`src/rtl/fbc_pkg.sv`:
```
`default_nettype none

package fbc_pkg;

    // Field widths of the channels and the configuration register.
    localparam int unsigned KIND_WIDTH  = 2;
    localparam int unsigned CHAN_WIDTH  = 8;
    localparam int unsigned ALPHA_WIDTH = 17;

    // The global alpha register is Q16. It is padded on the right
    // before rescaling so that any opacity fraction width up to 40 bits works.
    localparam int unsigned ALPHA_FRAC = 16;
    localparam int unsigned ALPHA_PAD  = 24;

    localparam logic [ALPHA_WIDTH-1:0] ALPHA_ONE   = 17'h10000;
    localparam logic [ALPHA_WIDTH-1:0] ALPHA_RESET = ALPHA_ONE;

    // Layer sample kinds.
    typedef enum logic [KIND_WIDTH-1:0] {
        KIND_GRAY   = 2'd0,
        KIND_RGB    = 2'd1,
        KIND_RGBA   = 2'd2,
        KIND_ABSENT = 2'd3
    } t_layer_kind;

    // Controller states.
    typedef enum logic [1:0] {
        ST_IDLE,
        ST_WEIGHT,
        ST_ACCUM
    } t_fbc_state;

    // Commands from the controller to the datapath.
    typedef struct packed {
        logic load_item;
        logic calc_weight;
        logic accum;
        logic emit;
    } t_fbc_cmd;

    // Status from the datapath to the controller.
    typedef struct packed {
        logic last_layer;
        logic out_stall;
    } t_fbc_stat;

endpackage

`default_nettype wire

```
`src/rtl/fbc_layer_if.sv`:
```
`default_nettype none

interface fbc_layer_if;

    logic                            valid;
    logic                            ready;
    logic [fbc_pkg::KIND_WIDTH-1:0]  layer_kind;
    logic [fbc_pkg::CHAN_WIDTH-1:0]  red_or_gray;
    logic [fbc_pkg::CHAN_WIDTH-1:0]  green;
    logic [fbc_pkg::CHAN_WIDTH-1:0]  blue;
    logic [fbc_pkg::CHAN_WIDTH-1:0]  layer_alpha;
    logic                            last_layer;

    modport source (
        output valid, layer_kind, red_or_gray, green, blue, layer_alpha, last_layer,
        input  ready
    );

    modport sink (
        input  valid, layer_kind, red_or_gray, green, blue, layer_alpha, last_layer,
        output ready
    );

endinterface

`default_nettype wire

```
`src/rtl/fbc_pixel_if.sv`:
```
`default_nettype none

interface fbc_pixel_if;

    logic                            valid;
    logic                            ready;
    logic [fbc_pkg::CHAN_WIDTH-1:0]  out_red;
    logic [fbc_pkg::CHAN_WIDTH-1:0]  out_green;
    logic [fbc_pkg::CHAN_WIDTH-1:0]  out_blue;

    modport source (
        output valid, out_red, out_green, out_blue,
        input  ready
    );

    modport sink (
        input  valid, out_red, out_green, out_blue,
        output ready
    );

endinterface

`default_nettype wire

```
`src/rtl/front_to_back_layer_compositor_top.sv`:
```
// Front-to-back layer compositor against a black backdrop.
//
// i_layer carries one word per layer sample of the current pixel, top layer
// first; the word marked last_layer closes the pixel. o_pixel carries one
// word per pixel with the composited red, green and blue. Both channels
// use valid/ready; a word moves when both are high at a clock edge.
// i_cfg_we/i_cfg_wdata write the Q16 global alpha; write it only while idle.
//
// Each layer word passes three steps: accept, where the layer opacity is
// formed; weight, which multiplies it by the unused opacity; and accumulate,
// for the channel multiplies and the sum update. The weight feeds the opacity
// accumulator that the next word needs, so a word is taken only after the
// previous one's accumulate step; a last layer's step fills the output register.
//
// The output register holds one finished pixel, so further layers are taken
// while the receiver stalls; only the next last layer waits in the
// accumulate step until the held pixel is taken.
// Reset (synchronous, active low) clears the sums and the used opacity,
// empties the output register and sets the global alpha to full opacity.

`default_nettype none

module front_to_back_layer_compositor_top #(
    parameter int unsigned OPACITY_FRAC_BITS = 16
) (
    input  wire logic                             i_clk,
    input  wire logic                             i_rst_n,
    input  wire logic                             i_cfg_we,
    input  wire logic [fbc_pkg::ALPHA_WIDTH-1:0]  i_cfg_wdata,
    fbc_layer_if.sink                             i_layer,
    fbc_pixel_if.source                           o_pixel
);

    fbc_pkg::t_fbc_cmd  w_cmd;
    fbc_pkg::t_fbc_stat w_stat;

    // Sequencer.
    fbc_ctrl u_ctrl (
        .i_clk      (i_clk),
        .i_rst_n    (i_rst_n),
        .i_in_valid (i_layer.valid),
        .o_in_ready (i_layer.ready),
        .i_stat     (w_stat),
        .o_cmd      (w_cmd)
    );

    // Opacity, weight and sum datapath.
    fbc_dpath #(
        .OPACITY_FRAC_BITS (OPACITY_FRAC_BITS)
    ) u_dpath (
        .i_clk         (i_clk),
        .i_rst_n       (i_rst_n),
        .i_cfg_we      (i_cfg_we),
        .i_cfg_wdata   (i_cfg_wdata),
        .i_layer_kind  (i_layer.layer_kind),
        .i_red_or_gray (i_layer.red_or_gray),
        .i_green       (i_layer.green),
        .i_blue        (i_layer.blue),
        .i_layer_alpha (i_layer.layer_alpha),
        .i_last_layer  (i_layer.last_layer),
        .i_cmd         (w_cmd),
        .o_stat        (w_stat),
        .o_out_valid   (o_pixel.valid),
        .i_out_ready   (o_pixel.ready),
        .o_out_red     (o_pixel.out_red),
        .o_out_green   (o_pixel.out_green),
        .o_out_blue    (o_pixel.out_blue)
    );

endmodule

`default_nettype wire

```
`src/rtl/fbc_ctrl.sv`:
```
`default_nettype none

module fbc_ctrl (
    input  wire logic               i_clk,
    input  wire logic               i_rst_n,
    input  wire logic               i_in_valid,
    output logic                    o_in_ready,
    input  fbc_pkg::t_fbc_stat      i_stat,
    output fbc_pkg::t_fbc_cmd       o_cmd
);

    fbc_pkg::t_fbc_state r_state;
    fbc_pkg::t_fbc_state n_state;

    // State register.
    always_ff @(posedge i_clk) begin
        if (!i_rst_n) begin
            r_state <= fbc_pkg::ST_IDLE;
        end else begin
            r_state <= n_state;
        end
    end

    // Next state and commands. A word is taken only in the idle state; the
    // weight and the accumulate steps follow it in that order. A last
    // layer waits in the accumulate step while the output register is full
    // and its word is not being taken.
    always_comb begin
        n_state    = r_state;
        o_cmd      = '0;
        o_in_ready = 1'b0;
        unique case (r_state)
            fbc_pkg::ST_IDLE: begin
                o_in_ready = 1'b1;
                if (i_in_valid) begin
                    o_cmd.load_item = 1'b1;
                    n_state         = fbc_pkg::ST_WEIGHT;
                end
            end
            fbc_pkg::ST_WEIGHT: begin
                o_cmd.calc_weight = 1'b1;
                n_state           = fbc_pkg::ST_ACCUM;
            end
            fbc_pkg::ST_ACCUM: begin
                if (!i_stat.last_layer) begin
                    o_cmd.accum = 1'b1;
                    n_state     = fbc_pkg::ST_IDLE;
                end else if (!i_stat.out_stall) begin
                    o_cmd.accum = 1'b1;
                    o_cmd.emit  = 1'b1;
                    n_state     = fbc_pkg::ST_IDLE;
                end
            end
            default: begin
                n_state = fbc_pkg::ST_IDLE;
            end
        endcase
    end

endmodule

`default_nettype wire

```
`src/rtl/fbc_dpath.sv`:
```
`default_nettype none

module fbc_dpath #(
    parameter int unsigned OPACITY_FRAC_BITS = 16
) (
    input  wire logic                              i_clk,
    input  wire logic                              i_rst_n,
    input  wire logic                              i_cfg_we,
    input  wire logic [fbc_pkg::ALPHA_WIDTH-1:0]   i_cfg_wdata,
    input  wire logic [fbc_pkg::KIND_WIDTH-1:0]    i_layer_kind,
    input  wire logic [fbc_pkg::CHAN_WIDTH-1:0]    i_red_or_gray,
    input  wire logic [fbc_pkg::CHAN_WIDTH-1:0]    i_green,
    input  wire logic [fbc_pkg::CHAN_WIDTH-1:0]    i_blue,
    input  wire logic [fbc_pkg::CHAN_WIDTH-1:0]    i_layer_alpha,
    input  wire logic                              i_last_layer,
    input  fbc_pkg::t_fbc_cmd                      i_cmd,
    output fbc_pkg::t_fbc_stat                     o_stat,
    output logic                                   o_out_valid,
    input  wire logic                              i_out_ready,
    output logic [fbc_pkg::CHAN_WIDTH-1:0]         o_out_red,
    output logic [fbc_pkg::CHAN_WIDTH-1:0]         o_out_green,
    output logic [fbc_pkg::CHAN_WIDTH-1:0]         o_out_blue
);

    localparam int unsigned F   = OPACITY_FRAC_BITS;
    localparam int unsigned OW  = F + 1;
    localparam int unsigned CW  = fbc_pkg::CHAN_WIDTH;
    localparam int unsigned AW  = fbc_pkg::ALPHA_WIDTH;
    localparam int unsigned GW  = AW + fbc_pkg::ALPHA_PAD;
    localparam int unsigned GA_SHIFT = fbc_pkg::ALPHA_FRAC + fbc_pkg::ALPHA_PAD - F;
    // Reciprocal of 255 for floor(alpha * ONE / 255): exact for all 8-bit alphas.
    localparam int unsigned RSHIFT = 16;
    localparam int unsigned RW     = F + 9;
    localparam int unsigned PW     = RW + CW;

    localparam logic [OW-1:0] ONE    = {1'b1, {F{1'b0}}};
    localparam logic [OW-1:0] THRESH = OW'((64'(ONE) * 64'd95) / 64'd100);
    localparam logic [RW-1:0] RECIP  =
        RW'(((64'd1 << (F + RSHIFT)) + 64'd254) / 64'd255);

    // Configuration and accumulator state.
    logic [AW-1:0] r_galpha;
    logic [OW-1:0] r_used;
    logic [CW-1:0] r_sum_r, r_sum_g, r_sum_b;
    logic          r_out_valid;

    // Item and weight registers.
    logic [OW-1:0] r_layer_op;
    logic          r_counts;
    logic          r_last;
    logic [CW-1:0] r_ch_r, r_ch_g, r_ch_b;
    logic [OW-1:0] r_weight;
    logic          r_en;
    logic [CW-1:0] r_out_r, r_out_g, r_out_b;

    // Layer opacity of the incoming word.
    logic [GW-1:0]      w_ga_wide;
    logic [OW-1:0]      w_ga_qf;
    logic [PW-1:0]      w_rgba_prod;
    logic [OW-1:0]      w_rgba_op;
    logic [OW-1:0]      w_layer_op;
    logic               w_counts;
    logic [CW-1:0]      w_ch_g, w_ch_b;

    assign w_ga_wide   = {r_galpha, {fbc_pkg::ALPHA_PAD{1'b0}}} >> GA_SHIFT;
    assign w_ga_qf     = (r_galpha == '0 || r_galpha > fbc_pkg::ALPHA_ONE) ?
                         ONE : w_ga_wide[OW-1:0];
    assign w_rgba_prod = PW'(i_layer_alpha) * PW'(RECIP);
    assign w_rgba_op   = w_rgba_prod[RSHIFT +: OW];

    // Decode the kind: opacity, and whether it counts (present, no zero channel).
    always_comb begin
        w_layer_op = '0;
        w_counts   = 1'b0;
        w_ch_g     = i_green;
        w_ch_b     = i_blue;
        unique case (fbc_pkg::t_layer_kind'(i_layer_kind))
            fbc_pkg::KIND_GRAY: begin
                w_layer_op = w_ga_qf;
                w_counts   = (i_red_or_gray != '0);
                w_ch_g     = i_red_or_gray;
                w_ch_b     = i_red_or_gray;
            end
            fbc_pkg::KIND_RGB: begin
                w_layer_op = w_ga_qf;
                w_counts   = (i_red_or_gray != '0) && (i_green != '0) && (i_blue != '0);
            end
            fbc_pkg::KIND_RGBA: begin
                w_layer_op = w_rgba_op;
                w_counts   = (i_red_or_gray != '0) && (i_green != '0) && (i_blue != '0);
            end
            fbc_pkg::KIND_ABSENT: begin
                w_counts = 1'b0;
            end
            default: begin
                w_counts = 1'b0;
            end
        endcase
    end

    // Weight: layer opacity times the unused opacity.
    logic [OW-1:0]   w_used;
    logic [OW-1:0]   w_rem;
    logic [2*OW-1:0] w_wprod;
    logic [OW-1:0]   w_weight;
    logic            w_en;

    assign w_used   = (r_used > ONE) ? ONE : r_used;
    assign w_rem    = ONE - w_used;
    assign w_wprod  = (2*OW)'(r_layer_op) * (2*OW)'(w_rem);
    assign w_weight = w_wprod[F +: OW];
    assign w_en     = r_counts && (w_used < THRESH);

    // Channel terms and the next sums, modulo 256.
    logic [OW+CW-1:0] w_prod_r, w_prod_g, w_prod_b;
    logic [CW-1:0]    w_next_r, w_next_g, w_next_b;

    assign w_prod_r = (OW+CW)'(r_weight) * (OW+CW)'(r_ch_r);
    assign w_prod_g = (OW+CW)'(r_weight) * (OW+CW)'(r_ch_g);
    assign w_prod_b = (OW+CW)'(r_weight) * (OW+CW)'(r_ch_b);
    assign w_next_r = r_sum_r + (r_en ? w_prod_r[F +: CW] : CW'(0));
    assign w_next_g = r_sum_g + (r_en ? w_prod_g[F +: CW] : CW'(0));
    assign w_next_b = r_sum_b + (r_en ? w_prod_b[F +: CW] : CW'(0));

    // Register, accumulators and output valid.
    always_ff @(posedge i_clk) begin
        if (!i_rst_n) begin
            r_galpha    <= fbc_pkg::ALPHA_RESET;
            r_used      <= '0;
            r_sum_r     <= '0;
            r_sum_g     <= '0;
            r_sum_b     <= '0;
            r_out_valid <= 1'b0;
        end else begin
            if (i_cfg_we) begin
                r_galpha <= i_cfg_wdata;
            end
            if (i_cmd.calc_weight && w_en) begin
                r_used <= w_used + w_weight;
            end
            if (i_cmd.accum) begin
                if (i_cmd.emit) begin
                    r_used  <= '0;
                    r_sum_r <= '0;
                    r_sum_g <= '0;
                    r_sum_b <= '0;
                end else begin
                    r_sum_r <= w_next_r;
                    r_sum_g <= w_next_g;
                    r_sum_b <= w_next_b;
                end
            end
            if (i_cmd.emit) begin
                r_out_valid <= 1'b1;
            end else if (i_out_ready) begin
                r_out_valid <= 1'b0;
            end
        end
    end

    // Payload registers.
    always_ff @(posedge i_clk) begin
        if (i_cmd.load_item) begin
            r_layer_op <= w_layer_op;
            r_counts   <= w_counts;
            r_last     <= i_last_layer;
            r_ch_r     <= i_red_or_gray;
            r_ch_g     <= w_ch_g;
            r_ch_b     <= w_ch_b;
        end
        if (i_cmd.calc_weight) begin
            r_weight <= w_weight;
            r_en     <= w_en;
        end
        if (i_cmd.emit) begin
            r_out_r <= w_next_r;
            r_out_g <= w_next_g;
            r_out_b <= w_next_b;
        end
    end

    assign o_stat.last_layer = r_last;
    assign o_stat.out_stall  = r_out_valid && !i_out_ready;
    assign o_out_valid       = r_out_valid;
    assign o_out_red         = r_out_r;
    assign o_out_green       = r_out_g;
    assign o_out_blue        = r_out_b;

endmodule

`default_nettype wire

```
`src/flat_wrapper.sv`:
```
// flat-port wrapper written by rule: the top's interface ports become plain ports
module front_to_back_layer_compositor_top_flat 
#(
    parameter int unsigned OPACITY_FRAC_BITS = 16
)
  (i_clk, i_rst_n, i_cfg_we, i_cfg_wdata, i_layer_valid, i_layer_layer_kind, i_layer_red_or_gray, i_layer_green, i_layer_blue, i_layer_layer_alpha, i_layer_last_layer, i_layer_ready, o_pixel_valid, o_pixel_out_red, o_pixel_out_green, o_pixel_out_blue, o_pixel_ready);
  fbc_layer_if i_layer_i ();
  fbc_pixel_if o_pixel_i ();
  input  wire logic i_clk;
  input  wire logic i_rst_n;
  input  wire logic i_cfg_we;
  input  wire logic [fbc_pkg::ALPHA_WIDTH-1:0] i_cfg_wdata;
  input wire logic [$bits(i_layer_i.valid)-1:0] i_layer_valid;
  input wire logic [$bits(i_layer_i.layer_kind)-1:0] i_layer_layer_kind;
  input wire logic [$bits(i_layer_i.red_or_gray)-1:0] i_layer_red_or_gray;
  input wire logic [$bits(i_layer_i.green)-1:0] i_layer_green;
  input wire logic [$bits(i_layer_i.blue)-1:0] i_layer_blue;
  input wire logic [$bits(i_layer_i.layer_alpha)-1:0] i_layer_layer_alpha;
  input wire logic [$bits(i_layer_i.last_layer)-1:0] i_layer_last_layer;
  output wire logic [$bits(i_layer_i.ready)-1:0] i_layer_ready;
  output wire logic [$bits(o_pixel_i.valid)-1:0] o_pixel_valid;
  output wire logic [$bits(o_pixel_i.out_red)-1:0] o_pixel_out_red;
  output wire logic [$bits(o_pixel_i.out_green)-1:0] o_pixel_out_green;
  output wire logic [$bits(o_pixel_i.out_blue)-1:0] o_pixel_out_blue;
  input wire logic [$bits(o_pixel_i.ready)-1:0] o_pixel_ready;
  assign i_layer_i.valid = i_layer_valid;
  assign i_layer_i.layer_kind = i_layer_layer_kind;
  assign i_layer_i.red_or_gray = i_layer_red_or_gray;
  assign i_layer_i.green = i_layer_green;
  assign i_layer_i.blue = i_layer_blue;
  assign i_layer_i.layer_alpha = i_layer_layer_alpha;
  assign i_layer_i.last_layer = i_layer_last_layer;
  assign i_layer_ready = i_layer_i.ready;
  assign o_pixel_valid = o_pixel_i.valid;
  assign o_pixel_out_red = o_pixel_i.out_red;
  assign o_pixel_out_green = o_pixel_i.out_green;
  assign o_pixel_out_blue = o_pixel_i.out_blue;
  assign o_pixel_i.ready = o_pixel_ready;
  front_to_back_layer_compositor_top #(.OPACITY_FRAC_BITS(OPACITY_FRAC_BITS)) u_core (.i_clk(i_clk), .i_rst_n(i_rst_n), .i_cfg_we(i_cfg_we), .i_cfg_wdata(i_cfg_wdata), .i_layer(i_layer_i), .o_pixel(o_pixel_i));
endmodule
```
`config.mk`:
```
export PLATFORM = sky130hd
export DESIGN_NAME = front_to_back_layer_compositor_top_flat
export DESIGN_NICKNAME = d
export VERILOG_FILES = /design/src/rtl/fbc_pkg.sv /design/src/rtl/fbc_layer_if.sv /design/src/rtl/fbc_pixel_if.sv /design/src/rtl/front_to_back_layer_compositor_top.sv /design/src/rtl/fbc_ctrl.sv /design/src/rtl/fbc_dpath.sv /design/src/flat_wrapper.sv
export SDC_FILE = /design/constraint.sdc
export NUM_CORES = 2
export LEC_CHECK = 0
export ABC_AREA = 1
export BUFFER_PORTS_ARGS = -buffer_cell sky130_fd_sc_hd__buf_2
export CORE_UTILIZATION = 39
export DETAILED_ROUTE_END_ITERATION = 10
export GPL_TIMING_DRIVEN = 0
export SLEW_MARGIN = 10
export SYNTH_ARGS = -nofsm -noshare
export SYNTH_HDL_FRONTEND = slang
export SYNTH_SLANG_ARGS = --single-unit
```
`constraint.sdc`:
```
create_clock -name i_clk -period 11.1 [get_ports i_clk]
set_clock_uncertainty 0.05 [all_clocks]
set_input_delay 2.775 -clock i_clk [delete_from_list [all_inputs] [get_ports i_clk]]
set_output_delay 2.775 -clock i_clk [all_outputs]
set_load 0.1 [all_outputs]
```
== Yosys cells after proc, flatten, opt, wreduce, memory -nomap -nowiden ==
Cells that the tools add are included.

* Register bits: 146
* Input bits: 57
* Output and inout bits: 26
* Word-level logic and storage cells: 84

* Add/sub/neg operators: 5
* Multipliers: 5
* Magnitude comparators: 3
* Eq/ne operators: 7
* Multiplexer cells: 29
* Reductions and logical operators: 17

{| class="wikitable"
|+ Operators by type and width
! cell !! number
|-
| two-way mux 17 bit || 5
|-
| multiplier 17 x 8 -> 24 bit || 3
|-
| two-way mux 8 bit || 8
|-
| greater-than comparator 17 bit (second input constant) || 2
|-
| case mux 17 bit (2 select lines) || 1
|-
| multiplier 17 x 17 -> 33 bit || 1
|-
| multiplier 8 x 24 -> 32 bit (second input constant) || 1
|-
| adder 8 bit || 3
|-
| nonzero test 8 bit || 3
|-
| adder 17 bit || 1
|-
| logical NOT 17 bit || 1
|-
| less-than comparator 17 x 16 -> 1 bit (second input constant) || 1
|-
| subtractor 17 bit (first input constant) || 1
|-
| two-way mux 2 bit || 5
|-
| two-way mux 1 bit || 8
|-
| == test 2 bit (second input constant) || 3
|-
| case mux 2 bit (3 select lines) || 1
|-
| logical AND 1 bit || 5
|-
| == test 2 x 1 -> 1 bit (second input constant) || 2
|-
| logical NOT 2 bit || 2
|-
| OR reduction 2 bit || 2
|-
| != test 3 bit (second input constant) || 1
|-
| case mux 1 bit (3 select lines) || 1
|-
| != test 2 bit (second input constant) || 1
|-
| other kinds (4) || 4
|}

== Longest topological paths before layout ==
* Word-level depth: 8
* Gate-level depth with buffers: 54
* Gate-level depth less buffers: 52

== Hierarchy ==
From an unflattened synthesis, not the netlist that was laid out.

* Cells, all modules: 3615
* Area, all modules: 28482.3 um^2

{| class="wikitable"
|+ By module, submodules not included
! module !! instances !! cells each !! area an instance (um^2) !! seq. area each (um^2)
|-
| fbc_dpath || 1 || 3595 || 28364.7 || 3733.6
|-
| fbc_ctrl || 1 || 20 || 117.6 || 40.0
|}

== Worst setup path after synthesis ==
No wires, ideal clock.

* Kind: flip-flop to flip-flop
* From: reg u_core.u_dpath.r_used[10]
* To: reg u_core.u_dpath.r_used[14]
* Library setup time: 0.070 ns
* Arrival: 8.300 ns
* Data required time: 10.980 ns
* Setup slack: 2.680 ns
* Stages on the path, launching flop included: 55
* Path buffers: 2
* Period minus slack after synthesis: 8.420 ns
* Cell sequence: dfxtp_1 > nor2_1 > nand2_1 > nor2_1 > nand2_2 > nand2_4 > buf_6 > inv_2 > nor2_1 > inv_1 > ha_1 > inv_1 > nor2_1 > inv_1 > nor2_1 > nand2_2 > inv_2 > nand2_1 > [... 19 more ...] > o21ai_0 > nand2_1 > nand2_1 > a21oi_1 > xor2_1 > inv_1 > ha_1 > inv_1 > o21bai_1 > nand2_1 > nand2_1 > nand2_1 > nand2_1 > a21oi_1 > o21ai_0 > a31oi_1 > xor2_1 > a21oi_1

* Longest elaborated chain between the ends: 8
* Elaborated cells on any way between the ends: 11
* Classes of those cells: add/sub: 2; mul: 1; order compare: 2; mux: 4; reduce/logical: 2

{| class="wikitable"
|+ RTL lines
! item !! line !! text
|-
| start, declared || fbc_dpath.sv:43 || <nowiki>logic [OW-1:0] r_used;</nowiki>
|-
| start signal, assigned || fbc_dpath.sv:139 || <nowiki>r_used <= w_used + w_weight;</nowiki>
|-
| greater-than comparator 17 bit || fbc_dpath.sv:108 || <nowiki>assign w_used = (r_used > ONE) ? ONE : r_used;</nowiki>
|-
| two-way mux 17 bit (*) || fbc_dpath.sv:108 ||
|-
| subtractor 17 bit (*) || fbc_dpath.sv:109 || <nowiki>assign w_rem = ONE - w_used;</nowiki>
|-
| multiplier 17 x 17 -> 33 bit (*) || fbc_dpath.sv:110 || <nowiki>assign w_wprod = (2*OW)'(r_layer_op) * (2*OW)'(w_rem);</nowiki>
|-
| named net u_core.u_dpath.w_wprod[19] || fbc_dpath.sv:104 || <nowiki>logic [2*OW-1:0] w_wprod;</nowiki>
|-
| adder 17 bit (*) || fbc_dpath.sv:139 ||
|-
| two-way mux 17 bit (*) || fbc_dpath.sv:138 || <nowiki>if (i_cmd.calc_weight && w_en) begin</nowiki>
|-
| two-way mux 17 bit || fbc_dpath.sv:142 || <nowiki>if (i_cmd.emit) begin</nowiki>
|-
| two-way mux 17 bit (*) || fbc_dpath.sv:141 || <nowiki>if (i_cmd.accum) begin</nowiki>
|}

Mark *: on every way through the listed nets, which the timed path passes. The rest lies on a longest branch.
A chain may end at the register's enable or synchronous reset.

== Final worst setup path ==
* From: reg u_core.u_dpath.r_used[13]
* To: reg u_core.u_dpath.r_used[14]

The elaborated chain is that of the path after synthesis.

==> run_summary.xml <==
<?xml version="1.0" encoding="UTF-8"?>
<metrics>
  <group name="run_status">
    <metric name="status" unit="">finished clean</metric>
  </group>
  <group name="detailed_routing">
    <metric name="drcViolationCount" unit="">0</metric>
    <metric name="initial_drt_markers" unit="">1332</metric>
    <metric name="detailroute.wirelength.met3" unit="um">3096</metric>
    <metric name="vias" unit="">23294</metric>
    <metric name="vias_per_cell" unit="">4.967</metric>
    <metric name="drt-total-wl" unit="um">78960</metric>
    <metric name="routed.top_layer" unit="">met5</metric>
    <metric name="detail_route.wirelength.met1" unit="um">32730</metric>
    <metric name="detail-route-antenna-nets" unit="">0</metric>
    <metric name="avgRoutedWirePerCell" unit="um">16.84</metric>
    <metric name="met2_wirelength" unit="um">40000</metric>
    <metric name="initial_drt_pass_iterations" unit="">7</metric>
  </group>
  <group name="synth">
    <metric name="asyncSetResetFlopFracSynth" unit="">0</metric>
    <metric name="synth-seq-cells" unit="">146</metric>
    <metric name="synth_area_per_cell" unit="um2">7.847</metric>
    <metric name="synth_area_leader_cell" unit="">sky130_fd_sc_hd__fa_1</metric>
    <metric name="dominantRegCellSynth" unit="">sky130_fd_sc_hd__edfxtp_1</metric>
    <metric name="synth_cell_types" unit="">59</metric>
    <metric name="yosys-top-cells-area" unit="">sky130_fd_sc_hd__fa_1 (34%), sky130_fd_sc_hd__ha_1 (12%), sky130_fd_sc_hd__nand2_1 (12%)</metric>
    <metric name="synthesis.area" unit="um2">28420</metric>
    <metric name="syn_inst" unit="">3622</metric>
    <metric name="synth-edff-count" unit="">85</metric>
    <metric name="synth.net_count" unit="">4433</metric>
    <metric name="synth_warn" unit="">0</metric>
    <metric name="sequential_cell_area_fraction_in_the_yosys_report" unit="">0.1328</metric>
    <metric name="synth.top_cell.area_share" unit="">0.3444</metric>
  </group>
  <group name="critical_path">
    <metric name="required" unit="ns">11.41</metric>
    <metric name="startpoint_kind_of_the_worst_setup_timing_path" unit="">flop</metric>
    <metric name="critical_path.top_delay_family" unit="">adder cells</metric>
    <metric name="kind_of_critical_path" unit="">flop to flop</metric>
    <metric name="worstPathBufferInverterCount" unit="">13</metric>
    <metric name="worst-endpoint-arrival" unit="ns">10.39</metric>
    <metric name="rr_startpoint" unit="">u_core.u_dpath.r_used[13]$_SDFF_PN0_</metric>
    <metric name="startpoint" unit="">u_core.u_dpath.r_used[13]$_SDFF_PN0_</metric>
    <metric name="critPathMaxFanout" unit="">10</metric>
    <metric name="most_numerous_cell_on_the_critical_path" unit="">sky130_fd_sc_hd__nand2_1</metric>
    <metric name="worstSetupEndpointType" unit="">flop</metric>
    <metric name="max_stage_delay" unit="ns">0.55</metric>
    <metric name="critical_path_slowest_stage_cell" unit="">sky130_fd_sc_hd__fa_1</metric>
  </group>
  <group name="global_routing">
    <metric name="globalRouteTotalUtil" unit="">0.2229</metric>
    <metric name="overflow" unit="">0</metric>
    <metric name="antenna_violations_before_repair" unit="">1</metric>
    <metric name="largest_net_degree_at_the_start_of_global_routing" unit="">27</metric>
    <metric name="number_of_global_route_vias_before_repair" unit="">24086</metric>
    <metric name="grt_first_pass_wirelength" unit="um">128400</metric>
  </group>
  <group name="clock_tree">
    <metric name="source_to_sink_clock_delay_at_the_later_pin_of_the_worst_skew_pair" unit="ns">0.49</metric>
    <metric name="cts_inserted_buffers" unit="">17</metric>
    <metric name="post-cts-setup-buffers" unit="">0</metric>
    <metric name="post_cts_resized" unit="">0</metric>
    <metric name="clock_path_buffers" unit="">2</metric>
    <metric name="clkSlewWorstSetupHoldPaths" unit="ns">0.08</metric>
    <metric name="tritoncts" unit="">yes</metric>
    <metric name="holdBufCountCts" unit="">0</metric>
    <metric name="htree_num_levels" unit="">4</metric>
    <metric name="root_buffer" unit="">sky130_fd_sc_hd__clkbuf_16</metric>
    <metric name="cts_sinks" unit="">146</metric>
  </group>
  <group name="min_path">
    <metric name="min-delay-path-class" unit="">flop to flop</metric>
    <metric name="timing.hold.worst.start" unit="">u_core.u_dpath.r_sum_r[5]$_SDFFE_PN0P_</metric>
  </group>
  <group name="timing">
    <metric name="post-route-min-period" unit="ns">10.08</metric>
    <metric name="max_slew.worst_pin.slew" unit="ns">1.357</metric>
    <metric name="layout_worst_path_cycle_share" unit="">0.9082</metric>
    <metric name="max_clock_freq" unit="MHz">99.20</metric>
    <metric name="rsz_0062_raised_after_global_routing" unit="">no</metric>
    <metric name="setup_viol" unit="">0</metric>
    <metric name="timing.final.hold_violations" unit="">0</metric>
    <metric name="max_slew_margin" unit="">0.08949</metric>
    <metric name="setup-tns-final" unit="ns">0</metric>
    <metric name="report.final.slew_viol_count" unit="">0</metric>
  </group>
  <group name="floorplanning">
    <metric name="core_rows" unit="">98</metric>
    <metric name="die_area" unit="um2">73970</metric>
    <metric name="design.portCount" unit="">83</metric>
    <metric name="initial_core_util" unit="">0.3956</metric>
    <metric name="placeableCoreArea" unit="um2">71850</metric>
    <metric name="die_w" unit="um">272.0</metric>
    <metric name="die-height" unit="um">272.0</metric>
  </group>
  <group name="final_layout">
    <metric name="drive_above_1_share" unit="">0.04706</metric>
    <metric name="antenna_cells" unit="">0</metric>
    <metric name="area_delta_synth_final" unit="%">7.937</metric>
    <metric name="nNetsFinal" unit="">4538</metric>
    <metric name="fillerInstances" unit="">7516</metric>
  </group>
  <group name="placed_design">
    <metric name="dp_hpwl" unit="um">66190</metric>
    <metric name="place.port_buffers" unit="">81</metric>
    <metric name="gp_routability_congestion" unit="">0.9100</metric>
  </group>
  <group name="run">
    <metric name="max_cap_violations" unit="">0</metric>
  </group>
</metrics>
-- worst min-delay path, cell delays in order (launching register included) --
cell and delay, ns:
sky130_fd_sc_hd__dfxtp_1 0.32, sky130_fd_sc_hd__nand2_1 0.06, sky130_fd_sc_hd__a21oi_1 0.05
-- Yosys cell counts, types with 6 or more instances --
master and number:
sky130_fd_sc_hd__a21o_1 9, sky130_fd_sc_hd__a21oi_1 198, sky130_fd_sc_hd__buf_2 7, sky130_fd_sc_hd__clkbuf_1 116, sky130_fd_sc_hd__clkinv_1 7, sky130_fd_sc_hd__dfxtp_1 61
sky130_fd_sc_hd__edfxtp_1 85, sky130_fd_sc_hd__fa_1 489, sky130_fd_sc_hd__ha_1 265, sky130_fd_sc_hd__inv_1 869, sky130_fd_sc_hd__inv_2 7, sky130_fd_sc_hd__nand2_1 875
sky130_fd_sc_hd__nand2_2 14, sky130_fd_sc_hd__nand3_1 74, sky130_fd_sc_hd__nand4_1 20, sky130_fd_sc_hd__nor2_1 242, sky130_fd_sc_hd__nor3_1 19, sky130_fd_sc_hd__nor4_1 15
sky130_fd_sc_hd__o21ai_0 100, sky130_fd_sc_hd__o21ai_1 8, sky130_fd_sc_hd__o21bai_1 6, sky130_fd_sc_hd__or2_2 9, sky130_fd_sc_hd__xnor2_1 22, sky130_fd_sc_hd__xor2_1 38
-- cells by family after synthesis --
family / count (synthesis) / synth area share
AO/OA/AOI/OAI: 357 / 0.06792
XOR/XNOR: 62 / 0.01963
adder cells (fa/ha/maj): 754 / 0.4611
buffers and inverters: 1016 / 0.1355
flip-flops: 146 / 0.1328
AND/OR/NAND/NOR: 1287 / 0.1831
-- flip-flops by register name (all words and copies together) (netlist names) --
name                        count
u_core.u_dpath.r_ch_b           8
u_core.u_dpath.r_ch_g           8
u_core.u_dpath.o_out_blue       8
u_core.u_dpath.o_out_green      8
u_core.u_dpath.r_en             1
u_core.u_dpath.r_ch_r           8
u_core.u_dpath.r_last           1
u_core.u_dpath.r_sum_b          8
u_core.u_dpath.o_out_red        8
u_core.u_dpath.r_used          17
u_core.u_dpath.r_sum_r          8
u_core.u_dpath.r_layer_op      17
u_core.u_ctrl.r_state           2
u_core.u_dpath.o_out_valid      1
u_core.u_dpath.r_sum_g          8
u_core.u_dpath.r_weight        17
u_core.u_dpath.r_galpha        17
u_core.u_dpath.r_counts         1
-- layer usage --
layer	vias to the layer above	GRT usage
li1	11048	-
met3	144	0.02592
met4	2	0.08664
met2	561	0.4024
met5	-	0
met1	11539	0.2697
-- worst paths after layout --
path | end | slack, ns | cells after the start
max | u_core.u_dpath.r_used[14]$_SDFF_PN0_ | 1.02 | 53
max reg2reg | u_core.u_dpath.r_used[14]$_SDFF_PN0_ | 1.02 | 53
min | u_core.u_dpath.r_sum_r[5]$_SDFFE_PN0P_ | 0.42 | 2
min reg2reg | u_core.u_dpath.r_sum_r[5]$_SDFFE_PN0P_ | 0.42 | 2
-- layout by cell type, fill, tap and decap left out, drive strengths merged, types with 4 or more instances in the layout --
cell / netlist / routed
nand2: 893 / 893
o21a: 5 / 5
xnor2: 23 / 23
nand3: 76 / 76
edfxtp: 85 / 85
dfxtp: 61 / 61
a31oi: 4 / 4
fa: 489 / 489
or2: 11 / 11
clkinv: 7 / 11
buf: 14 / 100
a21o: 9 / 9
ha: 265 / 265
nor3: 20 / 20
a21oi: 198 / 198
inv: 878 / 886
nor2: 245 / 245
nand4: 20 / 20
nor4: 15 / 15
o21ai: 110 / 110
xor2: 39 / 39
o21bai: 6 / 6
clkbuf: 117 / 134
-- layout make-up --
cell class | instances | area, um2 | share of cell area
Inverter | 885 | 3332 | 0.1086
Buffer | 131 | 520.5 | 0.01697
Clock inverter | 15 | 190.2 | 0.006199
Tap cell | 950 | 1189 | 0.03874
Clock buffer | 17 | 425.4 | 0.01387
Sequential cell | 146 | 3774 | 0.1230
Multi-Input combinational cell | 2460 | 20800 | 0.6781
Timing Repair Buffer | 86 | 446.7 | 0.01456
-- per-stage QoR --
stage               hold slack (ns)  std cells  worst slack, ns  area, um2  utilization
floorplan                    0.3916       3622            2.680      28420            -
global placement             0.4081       4653            1.120      30020       0.4178
detailed placement           0.4125       4658            1.100      30060       0.4184
CTS                          0.4240       4690            1.056      30680       0.4270
global route                 0.4448       4690          0.06178      30680       0.4270
finish                       0.4211       4690            1.020      30680       0.4270
Power is left out: the tool's default activity adds up to more than one toggle a clock period on the data nets, which glitch-free logic cannot reach.
